==> config.mk <==
export PLATFORM = sky130hd
export DESIGN_NAME = cvmm_cell
export DESIGN_NICKNAME = d
export VERILOG_FILES = /design/src/rtl/cvmm_pkg.sv /design/src/rtl/cvmm_cell.sv
export SDC_FILE = /design/constraint.sdc
export NUM_CORES = 2
export LEC_CHECK = 0
export ABC_AREA = 1
export BUFFER_PORTS_ARGS = -buffer_cell sky130_fd_sc_hd__buf_4
export CAP_MARGIN = 0
export CORE_MARGIN = 2
export CORE_UTILIZATION = 64
export DETAILED_ROUTE_END_ITERATION = 7
export PLACE_DENSITY = 0.82
export SYNTH_ARGS = -nofsm -noshare
export SYNTH_HDL_FRONTEND = slang
export SYNTH_SLANG_ARGS = --single-unit
==> constraint.sdc <==
create_clock -name clock -period 8.8 [get_ports clock]
set_input_delay 2.64 -clock clock [delete_from_list [all_inputs] [get_ports clock]]
set_output_delay 2.64 -clock clock [all_outputs]
set_load 0.005 [all_outputs]
==> src/rtl/cvmm_pkg.sv <==
// package for the complex vector by real matrix multiplier: sizes, item types, helpers
package cvmm_pkg;

   // matrix size limits
   localparam int MAX_COLUMNS = 64;
   localparam int MAX_ROWS    = 32;

   // derived widths
   localparam int COL_W    = (MAX_COLUMNS > 1) ? $clog2(MAX_COLUMNS) : 1;
   localparam int ROW_W    = (MAX_ROWS > 1) ? $clog2(MAX_ROWS) : 1;
   localparam int LEN_W    = $clog2(MAX_COLUMNS + 1);
   localparam int ROWCNT_W = $clog2(MAX_ROWS + 1);

   // datapath widths
   localparam int SAMPLE_W = 16;
   localparam int COEF_W   = 16;
   localparam int PROD_W   = SAMPLE_W + COEF_W;
   localparam int ACC_W    = 40;
   localparam int OUT_W    = 24;
   localparam int RND_SHIFT = 14;

   // configuration port
   localparam int CSR_IDX_W  = 4;
   localparam int CSR_DATA_W = 8;
   localparam logic [CSR_IDX_W-1:0] CSR_VECTOR_LENGTH = CSR_IDX_W'(0);
   localparam logic [CSR_IDX_W-1:0] CSR_ROW_COUNT     = CSR_IDX_W'(1);

   // register reset values
   localparam logic [6:0] VECTOR_LENGTH_RESET = 7'd64;
   localparam logic [5:0] ROW_COUNT_RESET     = 6'd32;

   // input item function codes
   localparam logic FUNC_SAMPLE = 1'b0;
   localparam logic FUNC_COEF   = 1'b1;

   // input item
   typedef struct packed {
      logic                       func;
      logic signed [SAMPLE_W-1:0] sample_re;
      logic signed [SAMPLE_W-1:0] sample_im;
      logic [4:0]                 coef_row;
      logic [5:0]                 coef_col;
      logic signed [COEF_W-1:0]   coef_value;
   } req_type;

   // result item
   typedef struct packed {
      logic signed [OUT_W-1:0] result_re;
      logic signed [OUT_W-1:0] result_im;
      logic [4:0]              row_index;
      logic                    last;
   } rsp_type;

   // control broadcast to every cell
   typedef struct packed {
      logic                     rd_en;
      logic [COL_W-1:0]         rd_addr;
      logic                     mul_en;
      logic                     acc_en;
      logic                     acc_last;
      logic                     shift_en;
      logic [COL_W-1:0]         wr_addr;
      logic signed [COEF_W-1:0] wr_data;
   } ctrl_type;

   // round half up to units of 2^14 accumulator LSBs and saturate to the output range
   function automatic logic signed [OUT_W-1:0] round_sat(input logic signed [ACC_W-1:0] acc);
      logic signed [ACC_W:0]             biased;
      logic signed [ACC_W-RND_SHIFT:0]   quot;
      logic signed [ACC_W-RND_SHIFT:0]   out_max;
      logic signed [ACC_W-RND_SHIFT:0]   out_min;
      logic signed [OUT_W-1:0]           res;
      biased  = {acc[ACC_W-1], acc} + (ACC_W + 1)'(1 << (RND_SHIFT - 1));
      quot    = biased[ACC_W:RND_SHIFT];
      out_max = (ACC_W - RND_SHIFT + 1)'((1 << (OUT_W - 1)) - 1);
      out_min = -(ACC_W - RND_SHIFT + 1)'(1 << (OUT_W - 1));
      if (quot > out_max) begin
         res = out_max[OUT_W-1:0];
      end else if (quot < out_min) begin
         res = out_min[OUT_W-1:0];
      end else begin
         res = quot[OUT_W-1:0];
      end
      return res;
   endfunction

endpackage

==> src/rtl/cvmm_cell.sv <==
// one row cell: coefficient column memory, two multipliers, accumulators, output shift stage
module cvmm_cell (
   input  logic                                   clock,
   input  logic                                   reset,
   input  cvmm_pkg::ctrl_type                     ctrl,
   input  logic                                   wr_en,
   input  logic signed [cvmm_pkg::SAMPLE_W-1:0]   sample_re,
   input  logic signed [cvmm_pkg::SAMPLE_W-1:0]   sample_im,
   input  logic signed [cvmm_pkg::ACC_W-1:0]      shift_in_re,
   input  logic signed [cvmm_pkg::ACC_W-1:0]      shift_in_im,
   output logic signed [cvmm_pkg::ACC_W-1:0]      shift_out_re,
   output logic signed [cvmm_pkg::ACC_W-1:0]      shift_out_im
);

   // coefficients of this row, one entry per column
   logic signed [cvmm_pkg::COEF_W-1:0] coef_mem [0:cvmm_pkg::MAX_COLUMNS-1];
   logic signed [cvmm_pkg::COEF_W-1:0] coef_rd_ff;

   logic signed [cvmm_pkg::PROD_W-1:0] prod_re_ff;
   logic signed [cvmm_pkg::PROD_W-1:0] prod_im_ff;

   logic signed [cvmm_pkg::ACC_W-1:0]  acc_re_ff;
   logic signed [cvmm_pkg::ACC_W-1:0]  acc_im_ff;
   logic signed [cvmm_pkg::ACC_W-1:0]  acc_re_in;
   logic signed [cvmm_pkg::ACC_W-1:0]  acc_im_in;

   logic signed [cvmm_pkg::ACC_W-1:0]  shift_re_ff;
   logic signed [cvmm_pkg::ACC_W-1:0]  shift_im_ff;

   // coefficient memory write and registered read
   always_ff @(posedge clock) begin
      if (wr_en) begin
         coef_mem[ctrl.wr_addr] <= ctrl.wr_data;
      end
      if (ctrl.rd_en) begin
         coef_rd_ff <= coef_mem[ctrl.rd_addr];
      end
   end

   // products of the element with this row's coefficient
   always_ff @(posedge clock) begin
      if (ctrl.mul_en) begin
         prod_re_ff <= cvmm_pkg::PROD_W'(sample_re) * cvmm_pkg::PROD_W'(coef_rd_ff);
         prod_im_ff <= cvmm_pkg::PROD_W'(sample_im) * cvmm_pkg::PROD_W'(coef_rd_ff);
      end
   end

   // wrapping accumulate
   assign acc_re_in = acc_re_ff + cvmm_pkg::ACC_W'(prod_re_ff);
   assign acc_im_in = acc_im_ff + cvmm_pkg::ACC_W'(prod_im_ff);

   // accumulators, cleared when the vector ends
   always_ff @(posedge clock) begin
      if (reset) begin
         acc_re_ff <= '0;
         acc_im_ff <= '0;
      end else if (ctrl.acc_en) begin
         if (ctrl.acc_last) begin
            acc_re_ff <= '0;
            acc_im_ff <= '0;
         end else begin
            acc_re_ff <= acc_re_in;
            acc_im_ff <= acc_im_in;
         end
      end
   end

   // output stage: load the finished sums, then pass toward row zero
   always_ff @(posedge clock) begin
      if (ctrl.acc_en && ctrl.acc_last) begin
         shift_re_ff <= acc_re_in;
         shift_im_ff <= acc_im_in;
      end else if (ctrl.shift_en) begin
         shift_re_ff <= shift_in_re;
         shift_im_ff <= shift_in_im;
      end
   end

   assign shift_out_re = shift_re_ff;
   assign shift_out_im = shift_im_ff;

endmodule

==> results.ini <==
[yosys]
ys_types=41
ys_seq_elements=1264
netlist.area_leader.share_pct=46.7
ys_async_sr_fraction_pct=0
syn_area_um2=76100
syn_inst=7900
synthFlopType=edfxtp_1
syn_area_per_cell_um2=9.63
yosysSeqAreaShare_pct=48.8
synth_edf_count=1184
synthTopCellsByArea=edfxtp_1, fa_1, nand2_1
synth_fp_nets=8816
yosysWarningCount=0
synth_largest_area_cell=edfxtp_1

[die]
die_h_um=349
start_util_pct=64.5
rows=126
pin_count=228
die_w_um=349
core_area_um2=118000
dieArea_um2=122000

[route]
first_iter_violations=6611
drcViolationCount=0
ant_nets=0
vias=57600
first_pass_iters=7
viasPerCell=5.98
wire_per_inst_um=21.4
routed_wl_mm=206

[worst_hold_path]
holdCritPathClass=register to register

[setup_path]
endpoint_kind=register
crit_required_ns=9.31
critical_path_class=input port to register
start_kind=input port
r2r_slack_ns=2.32
critPathArrivalTime_ns=8.21
worstPathMaxFanout=16

[timing]
layout_min_cycle_time_ns=7.70
finalSetupViolCount=0
grt_setup_unrepaired=false
relSlewSlack_pct=22.2
final.setup.tns_ns=0
skew_ns=0.0600
timing.hold.ws_ns=0.469
fin_crit_sh_pct=87.5
setup_ws_ns=1.10
finalHoldViolations=0
tightest_slew_ns=1.16
maxSlewViolCount=0
fmax_mhz=130

[cts]
hold_buffers=0
cts_resized=0
cts.root.buffer_cell=clkbuf_16
cts_sinks=1264
cts_tree=done
clk_pin_slew_ns=0.06
numCtsBuffers=133
insertion_delay_ns=0.81
htree_levels=4
post-cts-setup-buffers=0
ctsLongestPathBuffers=3

[power]
power_leakage_nw=36.4
vdd_drop_max_uv=635
power_density_nw_per_um2=416

[place]
io_buffers=227
pre_cts_ws_ns=0.369
placed_cells=9388
dpl.hpwl_mm=135
gp_congestion=0.978
placed_area_um2=78900

[grt]
antenna_found_initial=11
grt_pass1_wl_mm=318
grt_pass1_vias=57600
overflow=0
grt_usage_pct=34.1
grt_max_degree=190

[layout]
drive_gt1_share_pct=6.76
final_cells=9633
syn_to_final_growth_pct=9.46
final_common_cell=nand2_1
fill_cells=8245
fin_nets=8903
final_cell_mix=nand2_1, inv_1, edfxtp_1
final_area_um2=83300

[run_status]
status=complete, no violations

[job]
drv_cap=0

==> synth_stat cells, drive strengths merged (60+ instances only) <==
master,count
fa,526
inv,1206
a21oi,235
o22ai,254
nand3,227
buf,113
dfxtp,80
nor2,858
xor2,60
o21ai,667
ha,242
clkbuf,253
edfxtp,1184
nand2,1790
==> sequential cells by signal, summed over array words and instances (netlist names) <==
signal        count
shift_out_re     40
prod_im_ff       32
coef_mem       1024
acc_re_ff        40
prod_re_ff       32
acc_im_ff        40
coef_rd_ff       16
shift_out_im     40
==> through the flow <==
step           power, W  utilization (%)
2_1_floorplan    0.0235                -
3_3_place_gp     0.0288             66.9
3_5_place_dp     0.0290             66.9
4_1_cts          0.0347             70.6
5_1_grt          0.0379             70.6
6_report         0.0347             70.6
==> path summary, 6_finish.rpt <==
path | cells after the start | from | to
setup / recovery | 20 | sample_im[15] | prod_im_ff[27]$_DFFE_PP_
hold / removal | 2 | acc_re_ff[33]$_SDFFE_PP0P_ | acc_re_ff[33]$_SDFFE_PP0P_
setup reg to reg | 19 | coef_rd_ff[8]$_DFFE_PP_ | prod_re_ff[31]$_DFFE_PP_
hold reg to reg | 2 | acc_re_ff[33]$_SDFFE_PP0P_ | acc_re_ff[33]$_SDFFE_PP0P_
==> power by group <==
| group | switching (W) | total, W | internal, W |
|---|---|---|---|
| registers | 0.000187 | 0.00802 | 0.00784 |
| logic | 0.0133 | 0.0210 | 0.00770 |
| clock network | 0.00243 | 0.00561 | 0.00318 |
==> worst max-delay path: stages <==
cell and delay, ns:
buf_4 0.17, nand2_1 0.12, inv_1 0.10, fa_1 0.65, fa_1 0.90, fa_1 0.54, fa_1 0.50, fa_1 0.49
inv_1 0.05, fa_1 0.47, inv_1 0.05, ha_1 0.38, nand2_1 0.11, inv_1 0.07, nand2_1 0.06, nor3_1 0.35
nand4_1 0.16, nand3_1 0.17, a21oi_1 0.10, xnor2_1 0.13
==> cells by family (layout without fill, tap and decap cells) <==
kind of cell    count (synthesis)  after routing  synth area share, %
compound gates               1204           1204                 8.51
fa+ha+maj                     768            768                 17.8
other cells                     0              6                    0
buf+inv                      1572           1763                 8.15
xor+xnor                       92             92                 1.06
flops                        1264           1264                 48.8
simple gates                 3000           3000                 15.6
==> routing by layer <==
metal	global-route usage, %	up-vias	share of wire, %	wire [um]
li1	-	25800	-	-
met1	42.9	27600	36	73500
met2	57.0	3455	49	101000
met3	5.69	678	10	21200
met4	18.2	10	5.4	11100
met5	0	-	0.035	72
==> layout make-up <==
| cell class | count | area, um^2 | area share (%) |
|---|---|---|---|
| tap | 1536 | 1920 | 2.31 |
| sequential | 1264 | 37200 | 44.6 |
| timing repair buffer | 318 | 2460 | 2.96 |
| clock buffer | 167 | 3520 | 4.23 |
| inverter | 1206 | 4550 | 5.46 |
| multi-input combinational | 5064 | 32800 | 39.4 |
| antenna | 6 | 15.0 | 0.0180 |
| clock inverter | 72 | 840 | 1.01 |
Note: power is estimated with default switching activity, not from simulation.
